==> src/sv/fdh_pkg.sv <==
`default_nettype none

package fdh_pkg;

   // Packed table key: type, subtype, duration.
   localparam int KEY_W = 22;

   localparam logic [1:0] CONTROL_TYPE = 2'd1;
   localparam logic [3:0] CTS_SUBTYPE  = 4'd12;

   // Result status codes.
   localparam logic [2:0] STATUS_TOSSED  = 3'd0;
   localparam logic [2:0] STATUS_CTS     = 3'd1;
   localparam logic [2:0] STATUS_COUNTED = 3'd2;
   localparam logic [2:0] STATUS_FULL    = 3'd3;
   localparam logic [2:0] STATUS_READ    = 3'd4;

   // Sticky flag bit positions.
   localparam int FLAG_CTS = 0;
   localparam int FLAG_PM  = 1;
   localparam int FLAG_MF  = 2;
   localparam int FLAG_ORD = 3;

   typedef enum logic [3:0] {
      ST_IDLE  = 4'b0001,
      ST_READ  = 4'b0010,
      ST_SCAN  = 4'b0100,
      ST_WRITE = 4'b1000
   } state_type;

endpackage

`default_nettype wire

==> src/sv/fdh_ram.sv <==
`default_nettype none

module fdh_ram #(
   parameter int WIDTH = 54,
   parameter int DEPTH = 64
) (
   input  wire logic                     clock,
   input  wire logic                     wr_en,
   input  wire logic [$clog2(DEPTH)-1:0] wr_addr,
   input  wire logic [WIDTH-1:0]         wr_data,
   input  wire logic [$clog2(DEPTH)-1:0] rd_addr,
   output logic      [WIDTH-1:0]         rd_data
);

   logic [WIDTH-1:0] mem_ff [DEPTH];
   logic [WIDTH-1:0] rd_data_ff;

   always_ff @(posedge clock) begin
      if (wr_en) begin
         mem_ff[wr_addr] <= wr_data;
      end
      rd_data_ff <= mem_ff[rd_addr];
   end

   assign rd_data = rd_data_ff;

endmodule

`default_nettype wire

==> src/sv/frame_duration_histogram_top.sv <==
`default_nettype none

// Frame duration histogram. Each request either processes one parsed frame
// header or reads one slot of the duration table; every request yields
// exactly one result, shown for a single cycle with rsp_strobe high. The
// receiver cannot stall: capture the result in the strobe cycle. Results
// that need no table access (tossed frames, CTS frames, reads of an empty
// slot) arrive in the cycle after the request; a table read passes
// through the READ state first. A counted station frame walks the table
// with one shared key comparator, one slot per cycle through the
// registered read port of the table RAM.
// busy stays high until the result is on the ports. The table is filled in
// order, so a fill count stands in for per-slot valid bits and no clearing
// pass is needed after reset. Write csr_station_address only while idle.
module frame_duration_histogram_top
   import fdh_pkg::*;
#(
   parameter int TABLE_ENTRIES = 64,
   parameter int COUNT_WIDTH   = 32
) (
   input  wire logic        clock,
   input  wire logic        reset,
   // configuration
   input  wire logic        csr_valid,
   output logic             csr_ready,
   input  wire logic [47:0] csr_station_address,
   // request
   input  wire logic        start,
   output logic             busy,
   input  wire logic        req_action,
   input  wire logic [1:0]  req_frame_type,
   input  wire logic [3:0]  req_frame_subtype,
   input  wire logic [47:0] req_receiver_address,
   input  wire logic [47:0] req_source_address,
   input  wire logic        req_power_mgmt_bit,
   input  wire logic        req_more_frag_bit,
   input  wire logic        req_order_bit,
   input  wire logic [15:0] req_duration_value,
   input  wire logic [5:0]  req_entry_index,
   // result
   output logic             rsp_strobe,
   output logic [2:0]       rsp_status,
   output logic [31:0]      rsp_tuple_count,
   output logic [31:0]      rsp_total_frames,
   output logic             rsp_cts_seen,
   output logic             rsp_power_mgmt_seen,
   output logic             rsp_more_frag_seen,
   output logic             rsp_order_seen,
   output logic             rsp_entry_valid,
   output logic [1:0]       rsp_entry_type,
   output logic [3:0]       rsp_entry_subtype,
   output logic [15:0]      rsp_entry_duration
);

   localparam int AW     = $clog2(TABLE_ENTRIES);
   localparam int SLOT_W = $clog2(TABLE_ENTRIES + 1);
   localparam int IDX_W  = 6;
   localparam int CMP_W  = (SLOT_W > IDX_W) ? SLOT_W : IDX_W;
   localparam int WORD_W = KEY_W + COUNT_WIDTH;

   // state
   state_type               state_ff, state_in;
   logic [47:0]             stn_ff;
   logic [SLOT_W-1:0]       used_ff, used_in;
   logic [COUNT_WIDTH-1:0]  frames_ff, frames_in;
   logic [3:0]              flags_ff, flags_in;
   logic [KEY_W-1:0]        key_ff, key_in;
   logic [SLOT_W-1:0]       issue_ff, issue_in;
   logic                    pend_ff, pend_in;
   logic [AW-1:0]           pidx_ff, pidx_in;
   logic [AW-1:0]           wr_addr_ff, wr_addr_in;
   logic [COUNT_WIDTH-1:0]  wr_count_ff, wr_count_in;

   // result registers
   logic                    rsp_strobe_ff, rsp_strobe_in;
   logic [2:0]              rsp_status_ff, rsp_status_in;
   logic [COUNT_WIDTH-1:0]  rsp_count_ff, rsp_count_in;
   logic                    rsp_valid_ff, rsp_valid_in;
   logic [KEY_W-1:0]        rsp_key_ff, rsp_key_in;

   // table RAM
   logic                    ram_wr_en;
   logic [AW-1:0]           ram_rd_addr;
   logic [WORD_W-1:0]       ram_rd_data;
   logic [KEY_W-1:0]        rd_key;
   logic [COUNT_WIDTH-1:0]  rd_count;
   logic [COUNT_WIDTH-1:0]  rd_count_inc;
   logic                    key_hit;

   logic [CMP_W-1:0]        idx_ext;
   logic [CMP_W-1:0]        used_ext;
   logic                    accept;

   fdh_ram #(
      .WIDTH (WORD_W),
      .DEPTH (TABLE_ENTRIES)
   ) u_table (
      .clock   (clock),
      .wr_en   (ram_wr_en),
      .wr_addr (wr_addr_ff),
      .wr_data ({key_ff, wr_count_ff}),
      .rd_addr (ram_rd_addr),
      .rd_data (ram_rd_data)
   );

   assign accept    = start && (state_ff == ST_IDLE);
   assign busy      = (state_ff != ST_IDLE);
   assign csr_ready = (state_ff == ST_IDLE);

   assign idx_ext  = CMP_W'(req_entry_index);
   assign used_ext = CMP_W'(used_ff);

   assign rd_key       = ram_rd_data[WORD_W-1:COUNT_WIDTH];
   assign rd_count     = ram_rd_data[COUNT_WIDTH-1:0];
   assign rd_count_inc = (rd_count == '1) ? rd_count : rd_count + 1'b1;

   // the shared comparator: key of the slot read last cycle against the frame
   assign key_hit = pend_ff && (rd_key == key_ff);

   // present the requested slot while idle, the next scan slot while scanning
   always_comb begin
      if (state_ff == ST_SCAN) begin
         ram_rd_addr = AW'(issue_ff);
      end else begin
         ram_rd_addr = AW'(idx_ext);
      end
   end

   assign ram_wr_en = (state_ff == ST_WRITE);

   always_comb begin
      state_in      = state_ff;
      used_in       = used_ff;
      frames_in     = frames_ff;
      flags_in      = flags_ff;
      key_in        = key_ff;
      issue_in      = issue_ff;
      pend_in       = pend_ff;
      pidx_in       = pidx_ff;
      wr_addr_in    = wr_addr_ff;
      wr_count_in   = wr_count_ff;
      rsp_strobe_in = 1'b0;
      rsp_status_in = rsp_status_ff;
      rsp_count_in  = rsp_count_ff;
      rsp_valid_in  = rsp_valid_ff;
      rsp_key_in    = rsp_key_ff;

      unique case (state_ff)
         ST_IDLE: begin
            if (accept) begin
               // default to a tossed request with empty entry fields
               rsp_status_in = STATUS_TOSSED;
               rsp_count_in  = '0;
               rsp_valid_in  = 1'b0;
               rsp_key_in    = '0;
               if (req_action) begin
                  rsp_status_in = STATUS_READ;
                  if (idx_ext < used_ext) begin
                     // RAM captures the slot at this edge
                     state_in = ST_READ;
                  end else begin
                     rsp_strobe_in = 1'b1;
                  end
               end else if (req_frame_type == CONTROL_TYPE) begin
                  rsp_strobe_in = 1'b1;
                  if (req_frame_subtype == CTS_SUBTYPE &&
                      req_receiver_address == stn_ff) begin
                     flags_in[FLAG_CTS] = 1'b1;
                     rsp_status_in      = STATUS_CTS;
                  end
               end else if (req_source_address == stn_ff) begin
                  flags_in[FLAG_PM]  = flags_ff[FLAG_PM]  | req_power_mgmt_bit;
                  flags_in[FLAG_MF]  = flags_ff[FLAG_MF]  | req_more_frag_bit;
                  flags_in[FLAG_ORD] = flags_ff[FLAG_ORD] | req_order_bit;
                  frames_in = (frames_ff == '1) ? frames_ff : frames_ff + 1'b1;
                  key_in    = {req_frame_type, req_frame_subtype, req_duration_value};
                  issue_in  = '0;
                  pend_in   = 1'b0;
                  state_in  = ST_SCAN;
               end else begin
                  rsp_strobe_in = 1'b1;
               end
            end
         end

         ST_READ: begin
            rsp_strobe_in = 1'b1;
            rsp_valid_in  = 1'b1;
            rsp_key_in    = rd_key;
            rsp_count_in  = rd_count;
            state_in      = ST_IDLE;
         end

         ST_SCAN: begin
            if (key_hit) begin
               // match: bump the stored count
               wr_addr_in  = pidx_ff;
               wr_count_in = rd_count_inc;
               state_in    = ST_WRITE;
            end else if (issue_ff != used_ff) begin
               // advance to the next filled slot
               pend_in  = 1'b1;
               pidx_in  = AW'(issue_ff);
               issue_in = issue_ff + 1'b1;
            end else if (used_ff != SLOT_W'(TABLE_ENTRIES)) begin
               // no match: insert in the first free slot
               wr_addr_in  = AW'(used_ff);
               wr_count_in = COUNT_WIDTH'(1);
               used_in     = used_ff + 1'b1;
               state_in    = ST_WRITE;
            end else begin
               // table full: drop the tuple
               rsp_strobe_in = 1'b1;
               rsp_status_in = STATUS_FULL;
               state_in      = ST_IDLE;
            end
         end

         ST_WRITE: begin
            rsp_strobe_in = 1'b1;
            rsp_status_in = STATUS_COUNTED;
            rsp_count_in  = wr_count_ff;
            state_in      = ST_IDLE;
         end

         default: begin
            state_in = ST_IDLE;
         end
      endcase
   end

   always_ff @(posedge clock) begin
      if (reset) begin
         state_ff      <= ST_IDLE;
         stn_ff        <= '0;
         used_ff       <= '0;
         frames_ff     <= '0;
         flags_ff      <= '0;
         pend_ff       <= 1'b0;
         issue_ff      <= '0;
         rsp_strobe_ff <= 1'b0;
      end else begin
         state_ff      <= state_in;
         used_ff       <= used_in;
         frames_ff     <= frames_in;
         flags_ff      <= flags_in;
         pend_ff       <= pend_in;
         issue_ff      <= issue_in;
         rsp_strobe_ff <= rsp_strobe_in;
         if (csr_valid && csr_ready) begin
            stn_ff <= csr_station_address;
         end
      end
   end

   // payload registers: no reset
   always_ff @(posedge clock) begin
      key_ff        <= key_in;
      pidx_ff       <= pidx_in;
      wr_addr_ff    <= wr_addr_in;
      wr_count_ff   <= wr_count_in;
      rsp_status_ff <= rsp_status_in;
      rsp_count_ff  <= rsp_count_in;
      rsp_valid_ff  <= rsp_valid_in;
      rsp_key_ff    <= rsp_key_in;
   end

   // Totals and flags change when a request is accepted and are driven
   // straight from the state registers.
   assign rsp_strobe          = rsp_strobe_ff;
   assign rsp_status          = rsp_status_ff;
   assign rsp_tuple_count     = 32'(rsp_count_ff);
   assign rsp_total_frames    = 32'(frames_ff);
   assign rsp_cts_seen        = flags_ff[FLAG_CTS];
   assign rsp_power_mgmt_seen = flags_ff[FLAG_PM];
   assign rsp_more_frag_seen  = flags_ff[FLAG_MF];
   assign rsp_order_seen      = flags_ff[FLAG_ORD];
   assign rsp_entry_valid     = rsp_valid_ff;
   assign rsp_entry_type      = rsp_key_ff[KEY_W-1:KEY_W-2];
   assign rsp_entry_subtype   = rsp_key_ff[KEY_W-3:KEY_W-6];
   assign rsp_entry_duration  = rsp_key_ff[15:0];

`ifndef NO_ASSERTIONS
   a_strobe_idle: assert property (@(posedge clock) disable iff (reset)
      rsp_strobe |-> !busy)
      else $error("result strobe while busy");

   a_accept_progress: assert property (@(posedge clock) disable iff (reset)
      (start && !busy) |=> (busy || rsp_strobe))
      else $error("accepted request neither busy nor answered");

   a_fill_bound: assert property (@(posedge clock) disable iff (reset)
      used_ff <= SLOT_W'(TABLE_ENTRIES))
      else $error("fill count beyond table");

   a_scan_bound: assert property (@(posedge clock) disable iff (reset)
      (state_ff == ST_SCAN) |-> (issue_ff <= used_ff))
      else $error("scan pointer past filled slots");
`endif

endmodule

`default_nettype wire
==> config.mk <==
export PLATFORM = sky130hd
export DESIGN_NAME = frame_duration_histogram_top
export DESIGN_NICKNAME = d
export VERILOG_FILES = /design/src/sv/fdh_pkg.sv /design/src/sv/fdh_ram.sv /design/src/sv/frame_duration_histogram_top.sv
export SDC_FILE = /design/constraint.sdc
export NUM_CORES = 2
export LEC_CHECK = 0
export BUFFER_PORTS_ARGS = -buffer_cell sky130_fd_sc_hd__buf_4
export CORE_MARGIN = 8
export CORE_UTILIZATION = 65
export CTS_CLUSTER_SIZE = 30
export DETAILED_ROUTE_END_ITERATION = 6
export PLACE_DENSITY = 0.93
export SLEW_MARGIN = 40
export SYNTH_ARGS = -nofsm -noshare
export SYNTH_HDL_FRONTEND = slang
export SYNTH_SLANG_ARGS = --single-unit
export TNS_END_PERCENT = 100
==> constraint.sdc <==
create_clock -name clock -period 11.6 [get_ports clock]
set_clock_uncertainty 0.05 [all_clocks]
set_input_delay 0 -clock clock [delete_from_list [all_inputs] [get_ports clock]]
set_output_delay 0 -clock clock [all_outputs]
set_load 0.02 [all_outputs]
==> metrics.txt, run 1 <==
# TYPE chip_impl_metric gauge
chip_impl_info{name="run_status",value="did not finish"} 1
chip_impl_info{name="haltStage",value="global routing (5_1_grt)"} 1
chip_impl_info{name="error_message",value="[ERROR GRT-0228] Horizontal edge usage exceeds the maximum allowed. (36, 36) usage=65535 limit=3200"} 1
chip_impl_metric{name="yosysWarningCount",unit=""} 0
chip_impl_metric{name="async_flop_share",unit="%"} 0
chip_impl_metric{name="share_of_the_synthesized_area_in_the_top_cell_type",unit="%"} 74.5
chip_impl_info{name="yosys-top-cells-area",value="sky130_fd_sc_hd__edfxtp_1 74%, sky130_fd_sc_hd__mux2i_1 4.1%, sky130_fd_sc_hd__nand2_1 3.1%"} 1
chip_impl_metric{name="hpwl",unit="mm"} 266
chip_impl_metric{name="post_dp_cell_area",unit="µm²"} 151000
chip_impl_info{name="synth_top_cell_by_area",value="sky130_fd_sc_hd__edfxtp_1"} 1
chip_impl_metric{name="boundaryPins",unit=""} 277
chip_impl_info{name="cts_root_buffer",value="sky130_fd_sc_hd__clkbuf_16"} 1
chip_impl_metric{name="cts-root-to-sink-buffers",unit=""} 4
chip_impl_metric{name="synth_edf_count",unit=""} 3580
chip_impl_metric{name="gp_congestion",unit=""} 0.932
chip_impl_metric{name="portBuffers",unit=""} 276
chip_impl_info{name="postSynth.topFlopCell",value="sky130_fd_sc_hd__edfxtp_1"} 1
chip_impl_metric{name="number_of_synthesized_register_bits",unit=""} 3738
chip_impl_metric{name="synth.net_count",unit=""} 9295
chip_impl_metric{name="post-cts-setup-buffer-count",unit=""} 0
chip_impl_metric{name="numCtsBuffers",unit=""} 348
chip_impl_metric{name="postCtsResizedCells",unit=""} 0
chip_impl_metric{name="synth_seq_area_share",unit="%"} 76.7
chip_impl_metric{name="cts_htree_levels",unit=""} 5
chip_impl_metric{name="yosysUniqueCellTypes",unit=""} 77
chip_impl_metric{name="cts.sinks",unit=""} 3738
chip_impl_metric{name="rows",unit=""} 173
chip_impl_metric{name="post_synth_instance_area",unit="µm²"} 144000
chip_impl_metric{name="maximum_number_of_pins_on_one_net_before_global_route_repair",unit=""} 142
chip_impl_metric{name="initial_utilization",unit="%"} 65.2
chip_impl_metric{name="antenna_found_initial",unit=""} 96
chip_impl_metric{name="syn_area_per_cell",unit="µm²"} 15.8
chip_impl_metric{name="die_w",unit="µm"} 487
chip_impl_metric{name="dieHeight",unit="µm"} 487
chip_impl_metric{name="synth_cells",unit=""} 9105
chip_impl_metric{name="hold_buffers",unit=""} 267
==> synthesized netlist by cell type, types with 138 or more instances <==
| cell | n |
|---|---|
| sky130_fd_sc_hd__edfxtp_1 | 3580 |
| sky130_fd_sc_hd__nand2_1 | 1192 |
| sky130_fd_sc_hd__a22oi_1 | 138 |
| sky130_fd_sc_hd__buf_2 | 189 |
| sky130_fd_sc_hd__nor2_1 | 145 |
| sky130_fd_sc_hd__nand3_1 | 193 |
| sky130_fd_sc_hd__o21ai_0 | 274 |
| sky130_fd_sc_hd__mux2i_1 | 595 |
| sky130_fd_sc_hd__dfxtp_1 | 158 |
| sky130_fd_sc_hd__clkbuf_1 | 308 |
| sky130_fd_sc_hd__a21oi_1 | 653 |
| sky130_fd_sc_hd__a221oi_1 | 249 |
==> logic make-up after synthesis <==
kind of cell,synth area share [%]
XOR/XNOR,0.886
buffers and inverters,1.83
adder cells (fa/ha/maj),0.0867
flip-flops,76.7
AND/OR/NAND/NOR,5.87
multiplexers,5.61
AO/OA/AOI/OAI,9.03
==> stage by stage <==
step | hold WS [ps] | cells | worst slack, ps
4_1_cts | 7.49 | 12900 | 5780
3_5_place_dp | 131 | 12100 | 6030
3_3_place_gp | 130 | 12000 | 6090
2_1_floorplan | 48.9 | 9105 | 7140
==> inputs of run 2 (changes only) <==
- CORE_UTILIZATION: 65 -> 40
- CTS_CLUSTER_SIZE: 30 -> unset
- PLACE_DENSITY: 0.93 -> unset
- PLACE_DENSITY_LB_ADDON: unset -> 0.15
==> run 2 against run 1 <==
The run now ends clean. Synthesized area unchanged. Synthesized cell count is the same.
==> metrics.txt, run 2 <==
# TYPE chip_impl_metric gauge
chip_impl_info{name="run_status",value="finished, final reports clean"} 1
chip_impl_metric{name="grt_first_pass_wirelength",unit="mm"} 750
chip_impl_info{name="largest_register_by_flop_count",value="u_table.mem_ff"} 1
chip_impl_metric{name="final_nets",unit=""} 10000
chip_impl_metric{name="cts-root-to-sink-buffers",unit=""} 4
chip_impl_metric{name="routed_wl",unit="mm"} 558
chip_impl_metric{name="r2r_setup_slack",unit="ps"} 5790
chip_impl_metric{name="layout_setup_ws",unit="ps"} 5790
chip_impl_metric{name="maximum_number_of_pins_on_one_net_before_global_route_repair",unit=""} 124
chip_impl_metric{name="synthToLayoutAreaGrowth",unit="%"} 17.6
chip_impl_metric{name="drt-wirelength-per-cell",unit="µm"} 37.4
chip_impl_metric{name="synth.net_count",unit=""} 9295
chip_impl_metric{name="number_of_synthesized_register_bits",unit=""} 3738
chip_impl_metric{name="cts.clk_slew.worst_paths",unit="ps"} 70
chip_impl_metric{name="design_area",unit="µm²"} 170000
chip_impl_metric{name="final_layout_size_suffix_gt1_share",unit="%"} 14.3
chip_impl_info{name="critPathLaunchType",value="flip-flop"} 1
chip_impl_metric{name="critPathRequiredTime",unit="ps"} 12380
chip_impl_info{name="postSynth.topFlopCell",value="sky130_fd_sc_hd__edfxtp_1"} 1
chip_impl_metric{name="fmax",unit="MHz"} 172
chip_impl_metric{name="critical_path.max_fanout",unit=""} 52
chip_impl_metric{name="worstSkewPairLatency",unit="ps"} 970
chip_impl_metric{name="yosysUniqueCellTypes",unit=""} 77
chip_impl_info{name="yosys-top-cells-area",value="sky130_fd_sc_hd__edfxtp_1 74%, sky130_fd_sc_hd__mux2i_1 4.1%, sky130_fd_sc_hd__nand2_1 3.1%"} 1
chip_impl_metric{name="via_count_of_the_first_global_routing_pass",unit=""} 87800
chip_impl_info{name="worst_hold_path.endpoint",value="flags_ff[0]"} 1
chip_impl_metric{name="hpwl",unit="mm"} 297
chip_impl_info{name="most_frequent_standard_cell_in_the_layout_excluding_fill_and_tap_cells",value="sky130_fd_sc_hd__edfxtp_1"} 1
chip_impl_metric{name="min_path_cells",unit=""} 7
chip_impl_metric{name="maximum_cell_stage_delay_along_the_critical_path",unit="ps"} 840
chip_impl_metric{name="final-max-slew-violation-count",unit=""} 0
chip_impl_info{name="synth_most_common_cell",value="sky130_fd_sc_hd__edfxtp_1"} 1
chip_impl_info{name="leading_cell_types_in_the_layout_fill_and_taps_excluded",value="3,580 x sky130_fd_sc_hd__edfxtp_1, 1,186 x sky130_fd_sc_hd__nand2_1, 651 x sky130_fd_sc_hd__a21oi_1"} 1
chip_impl_info{name="crit_top_cell",value="sky130_fd_sc_hd__buf_4"} 1
chip_impl_info{name="cts_root_buffer",value="sky130_fd_sc_hd__clkbuf_16"} 1
chip_impl_metric{name="drc",unit=""} 0
chip_impl_metric{name="boundaryPins",unit=""} 277
chip_impl_metric{name="synth_cells",unit=""} 9105
chip_impl_metric{name="power_density",unit="nW/µm²"} 168
chip_impl_info{name="holdCritPathClass",value="in2reg"} 1
chip_impl_metric{name="vdd_drop_max",unit="µV"} 111
chip_impl_metric{name="post_dp_cell_area",unit="µm²"} 154000
chip_impl_metric{name="initial_utilization",unit="%"} 40.2
chip_impl_info{name="timing.rr.start",value="state_ff[2]"} 1
chip_impl_metric{name="total_leakage_power",unit="nW"} 59.5
chip_impl_info{name="synth_commonest_cells",value="3,580 x sky130_fd_sc_hd__edfxtp_1, 1,192 x sky130_fd_sc_hd__nand2_1, 653 x sky130_fd_sc_hd__a21oi_1"} 1
chip_impl_metric{name="design.die.area",unit="µm²"} 380000
chip_impl_metric{name="gr-total-overflow",unit=""} 0
chip_impl_metric{name="gp_congestion",unit=""} 0.846
chip_impl_metric{name="routed-via-count",unit=""} 92800
chip_impl_info{name="min_from",value="req_receiver_address[4]"} 1
chip_impl_metric{name="rows",unit=""} 220
chip_impl_metric{name="numCtsBuffers",unit=""} 389
chip_impl_metric{name="worstMarginPinSlew",unit="ps"} 1020
chip_impl_metric{name="core_area",unit="µm²"} 359000
chip_impl_metric{name="dieHeight",unit="µm"} 617
chip_impl_metric{name="period_share",unit="%"} 50.1
chip_impl_info{name="critical_path.endpoint_type",value="flip-flop"} 1
chip_impl_metric{name="cts.sinks",unit=""} 3738
chip_impl_metric{name="pre_cts_ws",unit="ps"} 5930
chip_impl_metric{name="grt.total_usage",unit="%"} 28.2
chip_impl_metric{name="drtPass1Iterations",unit=""} 7
chip_impl_info{name="cts_tree",value="yes"} 1
chip_impl_metric{name="vias_per_cell",unit=""} 6.22
chip_impl_metric{name="arrival_time_worst_endpoint",unit="ps"} 6590
chip_impl_metric{name="share_of_the_synthesized_area_in_the_top_cell_type",unit="%"} 74.5
chip_impl_metric{name="timing.final.hold_violations",unit=""} 0
chip_impl_metric{name="ant_nets",unit=""} 0
chip_impl_metric{name="setup_violations",unit=""} 0
chip_impl_metric{name="maxCapViolCount",unit=""} 0
chip_impl_metric{name="finalWorstPathRequiredPeriod",unit="ps"} 5810
chip_impl_info{name="crit_path_top_delay_cell",value="sky130_fd_sc_hd__or4b_4"} 1
chip_impl_metric{name="maxSlewHeadroom",unit="%"} 32.3
chip_impl_metric{name="yosysWarningCount",unit=""} 0
chip_impl_info{name="setup_repair_after_global_routing_missed_its_margin",value="no"} 1
chip_impl_metric{name="drt_first_iter_violations",unit=""} 13300
chip_impl_metric{name="synth_seq_area_share",unit="%"} 76.7
chip_impl_metric{name="async_flop_share",unit="%"} 0
chip_impl_metric{name="post_synth_instance_area",unit="µm²"} 144000
chip_impl_metric{name="antenna_found_initial",unit=""} 38
chip_impl_metric{name="syn_area_per_cell",unit="µm²"} 15.8
chip_impl_info{name="worst-setup-path-type",value="reg2reg"} 1
chip_impl_info{name="synth_top_cell_by_area",value="sky130_fd_sc_hd__edfxtp_1"} 1
chip_impl_metric{name="largest_reg_flops",unit=""} 3456
chip_impl_info{name="crit-reg2reg-capture",value="u_table.rd_data[49]"} 1
chip_impl_metric{name="cts_htree_levels",unit=""} 5
chip_impl_metric{name="worst-r2r-cell-count",unit=""} 10
chip_impl_metric{name="portBuffers",unit=""} 276
chip_impl_metric{name="synth_edf_count",unit=""} 3580
chip_impl_metric{name="die_w",unit="µm"} 617
chip_impl_info{name="crit_chain",value="or4b_4 -> mux2i_4 -> buf_4 -> buf_4 -> buf_4 -> mux2i_1 -> o21ai_0 -> a21oi_1 -> or4_1 -> o311ai_1"} 1
chip_impl_metric{name="setup_total_neg_slack",unit="ps"} 0
[run 2: cell counts after synthesis]
Identical to the previous run, type by type.
[run 2: what timing repair did]
action | CTS | global route
endpoints found under the hold margin | 200 | 0
setup buffers | 0 | 0
hold buffers | 264 | 0
gates resized for setup | 0 | 0
[run 2: worst max path at each step]
stage | end | startpoint | depth (start not counted)
5_1_grt | u_table.rd_data[48] | state_ff[2] | 10
3_3_place_gp | u_table.rd_data[11] | state_ff[2] | 10
6_report | u_table.rd_data[49] | state_ff[2] | 10
3_5_place_dp | u_table.rd_data[48] | state_ff[2] | 10
2_1_floorplan | wr_addr_ff[0] | key_ff[3] | 6
4_1_cts | u_table.rd_data[49] | state_ff[2] | 10
[run 2: logic make-up after synthesis]
group	after synthesis	synth area share [%]
AND/OR/NAND/NOR	1931	5.87
AO/OA/AOI/OAI	1943	9.03
multiplexers	725	5.61
adder cells (fa/ha/maj)	10	0.0867
XOR/XNOR	146	0.886
buffers and inverters	612	1.83
flip-flops	3738	76.7
[run 2: final cells by class]
| cell class | count | area [µm²] |
|---|---|---|
| Tap cell | 4773 | 5970 |
| Sequential cell | 3738 | 111000 |
| Multi-Input combinational cell | 4755 | 32000 |
| Fill cell | 30500 | 190000 |
| Antenna cell | 13 | 32.5 |
| Clock inverter | 233 | 2140 |
| Timing Repair Buffer | 895 | 8350 |
| Inverter | 31 | 119 |
| Clock buffer | 485 | 10400 |
[run 2: where the power goes]
part | internal, mW | switching (mW) | total, mW
logic | 0.422 | 0.878 | 1.30
registers | 14.6 | 0.0916 | 14.7
clock network | 7.18 | 5.32 | 12.5
total | 22.2 | 6.29 | 28.5
[run 2: critical path, delay by kind of cell, from the launching register on]
family / cells / cell delay (ps)
simple gates: 2 / 1400
flops: 1 / 470
mux: 2 / 810
compound gates: 3 / 500
buf+inv: 3 / 2190
[run 2: through the flow]
stage / utilization, % / hold WS (ps) / total power [mW] / cells
CTS: 47.2 / 4.74 / 28.6 / 14900
global route: 47.2 / 89.0 / 29.2 / 14900
floorplan: - / 48.9 / 15.6 / 9105
global placement: 42.7 / 128 / 16.2 / 13900
detailed placement: 43.0 / 131 / 16.2 / 13900
finish: 47.2 / 74.7 / 28.5 / 14900
[run 2: metal layers]
metal	vias up	track usage [%]	part of all wire [%]
met3	1111	5.46	10
met1	48600	37.8	39
met5	-	0	0.025
met4	20	10.9	4.6
met2	5567	45.5	46
li1	37500	-	-
No activity file was read; power rests on OpenSTA's default activity.
